<file path="src/design/efr_pkg.sv">
// Shared codes and types for the escaped frame receiver.
`default_nettype none
package efr_pkg;

  // Framing codes on the serial byte stream.
  localparam logic [7:0] CODE_START  = 8'hFA;
  localparam logic [7:0] CODE_END    = 8'hFD;
  localparam logic [7:0] CODE_ESCAPE = 8'hFE;

  localparam int LEN_W      = 6;   // payload count field width
  localparam int IN_TDATA_W  = 8;
  localparam int OUT_TDATA_W = 16; // payload byte + length, padded to bytes

  // One accepted frame handed from the parser to the drain side.
  typedef struct packed {
    logic             bank;
    logic [LEN_W-1:0] len;
  } desc_t;

  // Bank handed back to the parser once its last byte has been read.
  typedef struct packed {
    logic valid;
    logic bank;
  } rel_t;

  // One result item as held in the output buffer.
  typedef struct packed {
    logic [7:0]       data;
    logic             last;
    logic [LEN_W-1:0] len;
  } out_item_t;

endpackage
`default_nettype wire

</file>
<file path="src/design/efr_parse.sv">
// Front end: unescapes the byte stream, writes frame bytes and checks frames.
`default_nettype none
module efr_parse #(
  parameter int BUF_DEPTH = 64
) (
  input  wire logic                        clk,
  input  wire logic                        rst_n,
  input  wire logic                        in_valid,
  output      logic                        in_ready,
  input  wire logic [7:0]                  in_byte,
  output      logic                        wr_en,
  output      logic [$clog2(BUF_DEPTH):0]  wr_addr,
  output      logic [7:0]                  wr_data,
  output      logic                        push,
  output      efr_pkg::desc_t              push_desc,
  input  wire efr_pkg::rel_t               rel
);

  localparam int AW = $clog2(BUF_DEPTH);
  localparam int FW = $clog2(BUF_DEPTH + 1);

  typedef enum logic {ST_IDLE, ST_FRAME} state_t;

  state_t        state_r, state_nxt;
  logic          esc_r, esc_nxt;
  logic [FW-1:0] fill_r, fill_nxt;
  logic [7:0]    chk_r, chk_nxt;
  logic [1:0]    busy_r, busy_nxt;
  logic          bank_r, bank_nxt;
  logic          accept;
  logic          do_store;
  logic          good;
  logic [FW-1:0] fill_inc;

  assign in_ready = !busy_r[bank_r];
  assign accept   = in_valid && in_ready;
  assign fill_inc = fill_r + FW'(1);
  assign good     = (fill_r >= FW'(2)) && (chk_r == 8'h00);

  assign wr_addr = {bank_r, fill_r[AW-1:0]};
  assign wr_data = in_byte;
  assign wr_en   = do_store;

  always_comb begin
    state_nxt = state_r;
    esc_nxt   = esc_r;
    fill_nxt  = fill_r;
    chk_nxt   = chk_r;
    bank_nxt  = bank_r;
    busy_nxt  = busy_r;
    do_store  = 1'b0;
    push      = 1'b0;
    push_desc.bank = bank_r;
    push_desc.len  = efr_pkg::LEN_W'(fill_r - FW'(1));
    if (rel.valid) begin
      busy_nxt[rel.bank] = 1'b0;
    end
    if (accept) begin
      unique case (state_r)
        ST_IDLE: begin
          if (esc_r) begin
            esc_nxt = 1'b0;            // byte after an idle escape is skipped
          end else if (in_byte == efr_pkg::CODE_START) begin
            state_nxt = ST_FRAME;
            fill_nxt  = '0;
            chk_nxt   = '0;
          end else if (in_byte == efr_pkg::CODE_ESCAPE) begin
            esc_nxt = 1'b1;
          end
        end
        ST_FRAME: begin
          if (esc_r) begin
            esc_nxt = 1'b0;
            if (in_byte == efr_pkg::CODE_START || in_byte == efr_pkg::CODE_END ||
                in_byte == efr_pkg::CODE_ESCAPE) begin
              do_store = 1'b1;
            end else begin
              state_nxt = ST_IDLE;     // bad escape drops the frame
            end
          end else if (in_byte == efr_pkg::CODE_START) begin
            fill_nxt = '0;             // restart inside a frame
            chk_nxt  = '0;
          end else if (in_byte == efr_pkg::CODE_END) begin
            state_nxt = ST_IDLE;
            if (good) begin
              push             = 1'b1;
              busy_nxt[bank_r] = 1'b1;
              bank_nxt         = ~bank_r;
            end
          end else if (in_byte == efr_pkg::CODE_ESCAPE) begin
            esc_nxt = 1'b1;
          end else begin
            do_store = 1'b1;
          end
        end
        default: state_nxt = ST_IDLE;
      endcase
      if (do_store) begin
        chk_nxt  = chk_r ^ in_byte;
        fill_nxt = fill_inc;
        if (fill_inc == FW'(BUF_DEPTH)) begin
          state_nxt = ST_IDLE;         // store full drops the frame
        end
      end
    end
  end

  always_ff @(posedge clk) begin
    if (!rst_n) begin
      state_r <= ST_IDLE;
      esc_r   <= 1'b0;
      fill_r  <= '0;
      chk_r   <= '0;
      busy_r  <= '0;
      bank_r  <= 1'b0;
    end else begin
      state_r <= state_nxt;
      esc_r   <= esc_nxt;
      fill_r  <= fill_nxt;
      chk_r   <= chk_nxt;
      busy_r  <= busy_nxt;
      bank_r  <= bank_nxt;
    end
  end

`ifndef SYNTHESIS
  // a frame is never committed into a bank still being drained
  a_push_free_bank: assert property (@(posedge clk) disable iff (!rst_n)
    push |-> !busy_r[bank_r])
    else $error("frame committed into busy bank");

  a_fill_bound: assert property (@(posedge clk) disable iff (!rst_n)
    fill_r <= FW'(BUF_DEPTH))
    else $error("fill count beyond store depth");
`endif

endmodule
`default_nettype wire

</file>
<file path="src/design/efr_queue.sv">
// Two-entry queue of committed frame descriptors.
`default_nettype none
module efr_queue (
  input  wire logic           clk,
  input  wire logic           rst_n,
  input  wire logic           push,
  input  wire efr_pkg::desc_t push_desc,
  input  wire logic           pop,
  output      logic           q_valid,
  output      efr_pkg::desc_t q_desc
);

  efr_pkg::desc_t slot_r [2];
  logic           wptr_r, rptr_r;
  logic [1:0]     cnt_r;

  assign q_valid = (cnt_r != 2'd0);
  assign q_desc  = slot_r[rptr_r];

  always_ff @(posedge clk) begin
    if (push) begin
      slot_r[wptr_r] <= push_desc;
    end
  end

  always_ff @(posedge clk) begin
    if (!rst_n) begin
      wptr_r <= 1'b0;
      rptr_r <= 1'b0;
      cnt_r  <= '0;
    end else begin
      if (push) begin
        wptr_r <= ~wptr_r;
      end
      if (pop) begin
        rptr_r <= ~rptr_r;
      end
      cnt_r <= cnt_r + {1'b0, push} - {1'b0, pop};
    end
  end

`ifndef SYNTHESIS
  a_no_overflow: assert property (@(posedge clk) disable iff (!rst_n)
    push |-> (cnt_r != 2'd2) || pop)
    else $error("descriptor queue overflow");
`endif

endmodule
`default_nettype wire

</file>
<file path="src/design/efr_drain.sv">
// Back end: double-banked frame store and byte-by-byte output drain.
`default_nettype none
module efr_drain #(
  parameter int BUF_DEPTH = 64
) (
  input  wire logic                        clk,
  input  wire logic                        rst_n,
  input  wire logic                        wr_en,
  input  wire logic [$clog2(BUF_DEPTH):0]  wr_addr,
  input  wire logic [7:0]                  wr_data,
  input  wire logic                        q_valid,
  input  wire efr_pkg::desc_t              q_desc,
  output      logic                        q_pop,
  output      efr_pkg::rel_t               rel,
  output      logic                        out_valid,
  input  wire logic                        out_ready,
  output      efr_pkg::out_item_t          out_item
);

  localparam int AW = $clog2(BUF_DEPTH);
  localparam int LW = efr_pkg::LEN_W;

  logic [7:0]         mem [2**(AW+1)];
  logic [7:0]         rdata_r;
  logic               active_r;
  logic               bank_r;
  logic [LW-1:0]      len_r;
  logic [LW-1:0]      idx_r;
  logic               infl_r;
  logic               meta_last_r;
  logic [LW-1:0]      meta_len_r;
  efr_pkg::out_item_t ob_r [2];
  logic               ob_wr_r, ob_rd_r;
  logic [1:0]         ob_cnt_r;
  logic [1:0]         occ;
  logic               out_fire;
  logic               ren;
  logic               last_issue;
  logic [AW:0]        raddr;

  assign out_valid  = (ob_cnt_r != 2'd0);
  assign out_item   = ob_r[ob_rd_r];
  assign out_fire   = out_valid && out_ready;
  assign occ        = ob_cnt_r + {1'b0, infl_r};
  // a read is issued only when its data is sure to find a buffer slot
  assign ren        = active_r && ((occ < 2'd2) || out_fire);
  assign last_issue = (idx_r == len_r - LW'(1));
  assign raddr      = {bank_r, idx_r[AW-1:0]};
  assign q_pop      = !active_r && q_valid;
  assign rel.valid  = ren && last_issue;
  assign rel.bank   = bank_r;

  always_ff @(posedge clk) begin
    if (wr_en) begin
      mem[wr_addr] <= wr_data;
    end
    if (ren) begin
      rdata_r <= mem[raddr];
    end
  end

  always_ff @(posedge clk) begin
    if (ren) begin
      meta_last_r <= last_issue;
      meta_len_r  <= len_r;
    end
    if (q_pop) begin
      bank_r <= q_desc.bank;
      len_r  <= q_desc.len;
    end
    if (infl_r) begin
      ob_r[ob_wr_r] <= '{data: rdata_r, last: meta_last_r, len: meta_len_r};
    end
  end

  always_ff @(posedge clk) begin
    if (!rst_n) begin
      active_r <= 1'b0;
      idx_r    <= '0;
      infl_r   <= 1'b0;
      ob_wr_r  <= 1'b0;
      ob_rd_r  <= 1'b0;
      ob_cnt_r <= '0;
    end else begin
      infl_r <= ren;
      if (q_pop) begin
        active_r <= 1'b1;
        idx_r    <= '0;
      end else if (ren) begin
        idx_r <= idx_r + LW'(1);
        if (last_issue) begin
          active_r <= 1'b0;
        end
      end
      if (infl_r) begin
        ob_wr_r <= ~ob_wr_r;
      end
      if (out_fire) begin
        ob_rd_r <= ~ob_rd_r;
      end
      ob_cnt_r <= ob_cnt_r + {1'b0, infl_r} - {1'b0, out_fire};
    end
  end

`ifndef SYNTHESIS
  a_ob_credit: assert property (@(posedge clk) disable iff (!rst_n)
    occ <= 2'd2)
    else $error("output buffer overcommitted");
`endif

endmodule
`default_nettype wire

</file>
<file path="src/design/escaped_frame_receiver_unit.sv">
// Top level of the escaped frame receiver: byte-stuffed deframer with XOR check.
`default_nettype none
// Receives one raw byte per in_ item and rebuilds frames that open with 0xFA,
// close with 0xFD and use 0xFE to escape the next byte. A frame that closes
// with at least two bytes and an XOR of zero over all of them is sent out on
// out_, one item per payload byte (check byte left off), with tlast on the
// final byte and the payload count beside every byte; all other frames are
// dropped silently. Rate: the input side takes one byte per cycle as long as
// the bank it is filling is free. The store has two banks of BUF_DEPTH bytes,
// so one frame can be drained while the next is received; the input stalls
// only when a good frame closes while the other bank is still draining, and
// then until the last byte of that frame has been read from the store. The
// output side delivers one byte per cycle while out_tready stays high, from
// a store read port with a registered result. With the back end idle, the
// first byte of a frame shows on out_tvalid after its close byte is accepted,
// via descriptor pop, store read and output buffer write; a frame queued
// behind another is popped only after the previous frame's last read issues.
// A two-entry output buffer keeps the read stream running under back-pressure.
// No clearing pass is needed after reset.
module escaped_frame_receiver_unit #(
  parameter int BUF_DEPTH = 64
) (
  input  wire logic                             clk,
  input  wire logic                             rst_n,
  input  wire logic                             in_tvalid,
  output      logic                             in_tready,
  input  wire logic [efr_pkg::IN_TDATA_W-1:0]   in_tdata,   // [7:0] rx_byte
  output      logic                             out_tvalid,
  input  wire logic                             out_tready,
  output      logic [efr_pkg::OUT_TDATA_W-1:0]  out_tdata,  // [7:0] payload_byte,
                                                            // [13:8] frame_length
  output      logic                             out_tlast   // last_of_frame
);

  localparam int AW = $clog2(BUF_DEPTH);

  logic               wr_en;
  logic [AW:0]        wr_addr;
  logic [7:0]         wr_data;
  logic               push;
  efr_pkg::desc_t     push_desc;
  logic               q_valid;
  efr_pkg::desc_t     q_desc;
  logic               q_pop;
  efr_pkg::rel_t      rel;
  efr_pkg::out_item_t out_item;

  // front end: parsing, escape handling, store writes, frame check
  efr_parse #(.BUF_DEPTH(BUF_DEPTH)) u_parse (
    .clk       (clk),
    .rst_n     (rst_n),
    .in_valid  (in_tvalid),
    .in_ready  (in_tready),
    .in_byte   (in_tdata[7:0]),
    .wr_en     (wr_en),
    .wr_addr   (wr_addr),
    .wr_data   (wr_data),
    .push      (push),
    .push_desc (push_desc),
    .rel       (rel)
  );

  // committed frames waiting for the drain
  efr_queue u_queue (
    .clk       (clk),
    .rst_n     (rst_n),
    .push      (push),
    .push_desc (push_desc),
    .pop       (q_pop),
    .q_valid   (q_valid),
    .q_desc    (q_desc)
  );

  // back end: store banks, readout and output buffer
  efr_drain #(.BUF_DEPTH(BUF_DEPTH)) u_drain (
    .clk       (clk),
    .rst_n     (rst_n),
    .wr_en     (wr_en),
    .wr_addr   (wr_addr),
    .wr_data   (wr_data),
    .q_valid   (q_valid),
    .q_desc    (q_desc),
    .q_pop     (q_pop),
    .rel       (rel),
    .out_valid (out_tvalid),
    .out_ready (out_tready),
    .out_item  (out_item)
  );

  assign out_tdata = {2'b00, out_item.len, out_item.data};
  assign out_tlast = out_item.last;

endmodule
`default_nettype wire
</file>
<file path="config.mk">
export PLATFORM = sky130hd
export DESIGN_NAME = escaped_frame_receiver_unit
export DESIGN_NICKNAME = d
export VERILOG_FILES = /design/src/design/efr_pkg.sv /design/src/design/efr_parse.sv /design/src/design/efr_queue.sv /design/src/design/efr_drain.sv /design/src/design/escaped_frame_receiver_unit.sv
export SDC_FILE = /design/constraint.sdc
export NUM_CORES = 1
export LEC_CHECK = 0
export BUFFER_PORTS_ARGS = -buffer_cell sky130_fd_sc_hd__buf_4
export CAP_MARGIN = 20
export CORE_MARGIN = 5
export CORE_UTILIZATION = 31
export CTS_CLUSTER_SIZE = 12
export DETAILED_ROUTE_END_ITERATION = 8
export HOLD_SLACK_MARGIN = 0.03
export PLACE_DENSITY_LB_ADDON = 0.08
export SYNTH_ARGS = -nofsm -noshare
export SYNTH_HDL_FRONTEND = slang
export SYNTH_SLANG_ARGS = --single-unit
</file>
<file path="constraint.sdc">
create_clock -name clk -period 2.32 [get_ports clk]
set_input_delay 0.232 -clock clk [delete_from_list [all_inputs] [get_ports clk]]
set_output_delay 0.232 -clock clk [all_outputs]
set_load 0.05 [all_outputs]
</file>
==> reports/qor.csv, run 1 <==
metric;value;unit
Synthesis Warnings;0;
Antenna Nets Post-Route;0;
capturing point of the worst reg2reg path;u_drain.rdata_r[6];
ys async rst share;0;
via count;23200;
pre-CTS worst setup slack;-0.612;ns
Avg Inst Size Synth;19.3;sq um
Die Area;150000;sq um
Slew HR;0.326;
CTS clock-pin slew for the worst setup and hold paths;0.06;ns
fraction of the mapped netlist area in simple logic gates;0.0342;
overall track demand over capacity in global routing;0.170;
wire length per cell;27.6;um
DPL Wire Length;84300;um
upper clock frequency limit;382;MHz
clock root cell;sky130_fd_sc_hd__clkbuf_16;
initial core utilization;0.312;
DRT iter0 DRCs;1594;
most used cells in the layout excluding fill and tap cells;1,090 x sky130_fd_sc_hd__edfxtp_1, 310 x sky130_fd_sc_hd__buf_4, 193 x sky130_fd_sc_hd__mux4_2, 160 x sky130_fd_sc_hd__mux2i_1, 142 x sky130_fd_sc_hd__clkbuf_16;
maximum root-to-sink buffer count;3;
Min Hold Slack;0.131;ns
average via count per standard cell;4.92;
combined area of all synthesized cells;44100;sq um
main flop type after synthesis;sky130_fd_sc_hd__edfxtp_1;
number of antenna violations at the first check in global routing;2;
sink of the worst hold path;u_drain.mem[34][6];
post-synthesis register bit count;1127;
worst ir drop on vdd;628;uV
number of placed cells counting well taps;4431;
wire length of the first global-routing pass;183000;um
wire length after detailed routing;130000;um
leading cell type in the layout, fill and taps excluded;sky130_fd_sc_hd__edfxtp_1;
count of cells along the worst register-to-register path;8;
Critical Path Sink Type;flip-flop;
cell breakdown of the critical path;buf_8, buf_6, buf_16, mux4_2, a211oi_4, buf_4, nor3_4, o31a_1;
pin count of the biggest net entering global routing;132;
part of the cycle the worst path needs;1.13;
Syn Inst Count;2284;
fraction of the mapped netlist area in compound gates;0.0362;
depth of the CTS H-tree;4;
Worst Tran Pin Value;1.01;ns
Critical Setup Path Class;reg -> reg;
total CTS buffers;131;
XOR/XNOR share of the synthesized area;0.00476;
Leakage;17.6;nW
origin of the critical flop-to-flop path;u_drain.idx_r[0];
clock latency at the later pin of the worst-skew pair;0.74;ns
final period demand of the worst path;2.62;ns
failing checks;setup timing;
required time of the critical path;2.80;ns
number of cells traversed by the worst hold path;2;
Hold WC Path Type;in -> reg;
Crit Path Max Fanout;8;
sequential fraction of the synthesis area;0.758;
total number of placement rows;138;
aggregate global routing overflow;0;
max capacitance violation total;0;
power density relative to cell area;924;nW/um^2
Finish-stage setup viols;8;
Slowest-stage cell, CP;sky130_fd_sc_hd__mux4_2;
CP arrival;3.09;ns
combinational family with the most area after synthesis;multiplexers;
final-report max-slew violation count;0;
filler-free cell count of the finished design;4711;
core region area;142000;sq um
Initial DRT Pass Iterations;5;
number of DRC violations after detailed routing;0;
last weighted congestion value of the routability-driven placer;0.788;
number of global-route vias before repair;24400;
Final #Nets;2746;
count of input and output buffers;28;
beginning of the worst hold path;in_tdata[6];
Adder-Cell Fraction of Synth Area;0.00255;
clock tree from TritonCTS;done;
Clock Skew;0.0252;ns
number of enable-type register cells in the synthesized netlist;1090;
fraction of final layout cells sized beyond drive strength 1;0.359;
result of the run;complete, but fails checks;
number of primary I/O pins;31;
die extent in y;387;um
R2R Setup Slk;-0.30;ns
post-synthesis cell type count;56;
count of final hold-check violations;0;
area of all placed cells without fillers;55800;sq um
minimum setup slack in the final design;-0.297;ns
worst stage delay on the critical path;0.58;ns
Die Width;387;um
layout-stage area growth over the synthesis result;26.3;%
Power, Total;51.5;mW
post-synthesis mux area share;0.147;
post-place instance area;50600;sq um
setup repair after global routing missed its margin;true;
number of sinks handled by clock tree synthesis;1127;
kind of start point of the critical path;flip-flop;
## power by group
| part | total [mW] | switching, mW | internal, mW |
|---|---|---|---|
| clock | 18.8 | 7.93 | 10.9 |
| combinational | 9.66 | 4.78 | 4.88 |
| sequential | 23.0 | 0.297 | 22.7 |
## what timing repair did
| action | 4_1_cts | 5_1_grt |
|---|---|---|
| gates cloned | 7 | 7 |
| setup buffers | 16 | 19 |
| hold endpoints to repair | 14 | 0 |
| resized for setup | 86 | 54 |
| endpoints found under the setup margin | 106 | 41 |
| pin swaps | 13 | 20 |
| hold buffers | 3 | 0 |
## through the flow
stage	TNS, ns	util
CTS	-1.76	0.390
finish	-1.54	0.394
detailed placement	-223.90	0.357
floorplan	-45.47	-
global placement	-227.34	0.357
global route	-2.08	0.394
## flip-flops by register name (all words and copies together) (netlist names), 2 cells and up, named ones only
register            flops
u_drain.idx_r           6
u_drain.len_r           6
u_drain.mem          1024
u_drain.meta_len_r      6
u_drain.ob_cnt_r        2
u_drain.ob_r           30
u_drain.rdata_r         8
u_parse.busy_r          2
u_parse.chk_r           8
u_parse.fill_r          7
u_queue.cnt_r           2
u_queue.slot_r         14
## final cells by class
| class | count | area (sq um) |
|---|---|---|
| fill | 12900 | 85800 |
| sequential | 1127 | 33500 |
| multi-input combinational | 1008 | 11100 |
| timing repair buffer | 439 | 4870 |
| clock buffer | 163 | 3480 |
| tap | 1890 | 2360 |
| clock inverter | 65 | 380 |
| inverter | 18 | 70.1 |
| antenna | 1 | 2.50 |
## layer usage
| metal | vias to the layer above | wire length [um] | global-route usage | share of wire |
|---|---|---|---|---|
| met1 | 12400 | 57300 | 0.227 | 0.44 |
| met5 | - | 0 | 0 | 0 |
| met3 | 156 | 4300 | 0.0245 | 0.033 |
| li1 | 10300 | - | - | - |
| met2 | 437 | 65800 | 0.293 | 0.51 |
| met4 | 0 | 2490 | 0.0411 | 0.019 |
## synthesized netlist by cell type (all sizes together) (7+ instances only)
| master | n | area (sq um) |
|---|---|---|
| edfxtp | 1090 | 32700 |
| mux4 | 193 | 4350 |
| mux2i | 190 | 1900 |
| nor2 | 163 | 612 |
| buf | 66 | 417 |
| clkbuf | 66 | 248 |
| a21oi | 54 | 270 |
| nand3 | 50 | 250 |
| o21ai | 43 | 215 |
| dfxtp | 37 | 741 |
| o22ai | 33 | 206 |
| a211oi | 32 | 240 |
| o221ai | 32 | 280 |
| a22oi | 28 | 210 |
| mux2 | 23 | 259 |
| nand2 | 23 | 86.3 |
| nor3 | 20 | 105 |
| inv | 18 | 67.6 |
| xnor2 | 16 | 140 |
| or3 | 13 | 81.3 |
| nand3b | 11 | 82.6 |
| ha | 9 | 113 |
| nand4 | 9 | 56.3 |
| nor2b | 8 | 50.1 |
| xor2 | 8 | 70.1 |
| and2 | 7 | 43.8 |
## critical path: cells and delay by family (launching register included)
family | cells | cell delay [ns]
AOI/OAI and AO/OA | 2 | 0.67
buffers and inverters | 4 | 0.61
muxes | 1 | 0.58
DFF | 1 | 0.43
and+or+nand+nor | 1 | 0.05
## worst max-delay path by stage
stage | from | endpoint
finish | u_drain.idx_r[0] | u_drain.rdata_r[6]
global route | u_drain.idx_r[0] | u_drain.rdata_r[6]
CTS | u_drain.idx_r[0] | u_drain.rdata_r[6]
detailed placement | u_drain.idx_r[0] | u_drain.rdata_r[6]
global placement | u_drain.idx_r[0] | u_drain.rdata_r[6]
floorplan | u_parse.bank_r | u_drain.mem[64][0]
## kinds of logic (layout without fill, tap and decap cells)
group	Yosys count	after routing
other	1	3
buffers and inverters	150	685
XOR/XNOR	24	24
AND/OR/NAND/NOR	325	325
adder cells (fa/ha/maj)	9	9
multiplexers	406	406
AO/OA/AOI/OAI	242	242
flip-flops	1127	1127
Note: power is estimated with default switching activity, not from simulation.
==> run 2: changes to the inputs <==
--- a/config.mk
+++ b/config.mk
@@ -8,7 +8,7 @@
 export BUFFER_PORTS_ARGS = -buffer_cell sky130_fd_sc_hd__buf_4
 export CAP_MARGIN = 20
 export CORE_MARGIN = 5
-export CORE_UTILIZATION = 31
+export CORE_UTILIZATION = 25
 export CTS_CLUSTER_SIZE = 12
 export DETAILED_ROUTE_END_ITERATION = 8
 export HOLD_SLACK_MARGIN = 0.03
==> run 2 against run 1 <==
Net effect: the flow still finishes with violations (setup timing); die area increased by 23%; register-to-register slack got worse by 0.09 ns; first-iteration DRC count decreased by 3.1%; combinational power increased by 6%; highest routed layer unchanged; critical path type unchanged; fmax decreased by 3.5%; via count increased by 2.5%.
==> reports/qor.csv, run 2 (synthesis results as in run 1) <==
metric;value;unit
result of the run;complete, but fails checks;
failing checks;setup timing;
clock latency at the later pin of the worst-skew pair;0.76;ns
total negative slack for setup checks;-2.54;ns
DRT iter0 DRCs;1544;
largest delay contributor family on the critical path;multiplexers;
Clock Skew;0.0239;ns
overall track demand over capacity in global routing;0.150;
Finish-stage setup viols;8;
final period demand of the worst path;2.71;ns
post-place instance area;51700;sq um
kind of start point of the critical path;flip-flop;
Antenna Nets Post-Route;0;
number of placed cells counting well taps;4938;
cell breakdown of the critical path;buf_12, buf_16, mux4_2, a211oi_4, o21ai_0, nand3_1, buf_4, nand4_1;
filler-free cell count of the finished design;5224;
Critical Setup Path Class;reg -> reg;
clock tree from TritonCTS;done;
final-report max-slew violation count;0;
maximum root-to-sink buffer count;3;
CP arrival;3.14;ns
depth of the CTS H-tree;4;
part of the cycle the worst path needs;1.17;
most used cells in the layout excluding fill and tap cells;1,090 x sky130_fd_sc_hd__edfxtp_1, 310 x sky130_fd_sc_hd__buf_4, 193 x sky130_fd_sc_hd__mux4_2, 165 x sky130_fd_sc_hd__mux2i_1, 138 x sky130_fd_sc_hd__clkbuf_16;
Reg with most FFs;u_drain.mem;
number of DRC violations after detailed routing;0;
Hold WC Path Type;in -> reg;
last weighted congestion value of the routability-driven placer;0.793;
Crit Path Max Fanout;8;
area of all placed cells without fillers;57500;sq um
R2R Setup Slk;-0.39;ns
aggregate global routing overflow;0;
setup repair after global routing missed its margin;true;
layout-stage area growth over the synthesis result;30.3;%
number of primary I/O pins;31;
Worst Tran Pin Value;1.11;ns
average via count per standard cell;4.55;
minimum setup slack in the final design;-0.391;ns
number of global-route vias before repair;25400;
Initial DRT Pass Iterations;5;
upper clock frequency limit;369;MHz
Die Width;430;um
worst path buffer plus inverter count;3;
initial core utilization;0.251;
fraction of final layout cells sized beyond drive strength 1;0.382;
worst ir drop on vdd;587;uV
largest registers;u_drain.mem: 1024 flops, u_drain.ob_r: 30 flops, u_queue.slot_r: 14 flops;
Leakage;18.0;nW
wire length of the first global-routing pass;197000;um
Slowest-stage cell, CP;sky130_fd_sc_hd__mux4_2;
wire length per cell;26.7;um
DPL Wire Length;93700;um
max capacitance violation total;0;
Final #Nets;2798;
wire length after detailed routing;140000;um
via count;23800;
count of input and output buffers;28;
count of final hold-check violations;0;
clock root cell;sky130_fd_sc_hd__clkbuf_16;
leading cell type in the layout, fill and taps excluded;sky130_fd_sc_hd__edfxtp_1;
total number of placement rows;154;
number of sinks handled by clock tree synthesis;1127;
number of antenna violations at the first check in global routing;8;
core region area;176000;sq um
Slew HR;0.260;
pin count of the biggest net entering global routing;71;
pre-CTS worst setup slack;-0.730;ns
worst stage delay on the critical path;0.58;ns
Die Area;185000;sq um
power density relative to cell area;929;nW/um^2
die extent in y;430;um
flip-flop count of the largest register, all copies and words added;1024;
Critical Path Sink Type;flip-flop;
total CTS buffers;134;
required time of the critical path;2.75;ns
CTS clock-pin slew for the worst setup and hold paths;0.06;ns
-- run 2: layer usage --
layer / global-route usage / vias to the layer above / part of all wire / wire, um
met5: 0 / - / 0 / 0
met4: 0.0470 / 0 / 0.029 / 4010
met3: 0.0277 / 201 / 0.041 / 5690
met2: 0.242 / 539 / 0.48 / 66500
met1: 0.205 / 12700 / 0.45 / 63400
li1: - / 10400 / - / -
-- run 2: final cells by class --
| type | count | area, sq um |
|---|---|---|
| Fill cell | 16700 | 118000 |
| Inverter | 18 | 70.1 |
| Multi-Input combinational cell | 1009 | 11300 |
| Timing Repair Buffer | 487 | 5540 |
| Clock buffer | 177 | 3610 |
| Clock inverter | 62 | 582 |
| Antenna cell | 4 | 10.0 |
| Tap cell | 2340 | 2930 |
| Sequential cell | 1127 | 33500 |
-- run 2: path summary, 6_finish.rpt --
path                         start                  to  depth (start not counted)
max               u_drain.idx_r[0]  u_drain.rdata_r[2]                          8
min                    in_tdata[3]       u_parse.esc_r                          5
max reg2reg       u_drain.idx_r[0]  u_drain.rdata_r[2]                          8
min reg2reg  u_drain.meta_len_r[2]  u_drain.ob_r[0][2]                          0
-- run 2: repair_timing --
item | in CTS | in global routing
endpoints found under the hold margin | 34 | 0
hold buffers | 5 | 0
resized for setup | 172 | 51
buffers inserted | 33 | 3
gates cloned | 10 | 0
endpoints found under the setup margin | 546 | 144
pin swaps | 49 | 19
-- run 2: tightest hold or removal path: stages --
cell                      delay (ns)
sky130_fd_sc_hd__buf_4          0.17
sky130_fd_sc_hd__nand2_1        0.16
sky130_fd_sc_hd__nor4_1         0.07
sky130_fd_sc_hd__a21oi_1        0.13
sky130_fd_sc_hd__nor2_1         0.05
-- run 2: per-stage QoR --
| step | hold slack [ns] | utilization | total power [mW] |
|---|---|---|---|
| after floorplan | 0.331 | - | 28.3 |
| after global placement | 0.424 | 0.294 | 32.2 |
| after detailed placement | 0.435 | 0.294 | 32.2 |
| after CTS | 0.0516 | 0.326 | 54.4 |
| after global routing | 0.0943 | 0.327 | 55.7 |
| final | 0.128 | 0.327 | 53.4 |
-- run 2: power by group --
part	switching, mW	total, mW	internal, mW
sequential	0.318	23.0	22.7
combinational	5.00	10.2	5.19
clock	8.34	20.2	11.9
total	13.7	53.4	39.8
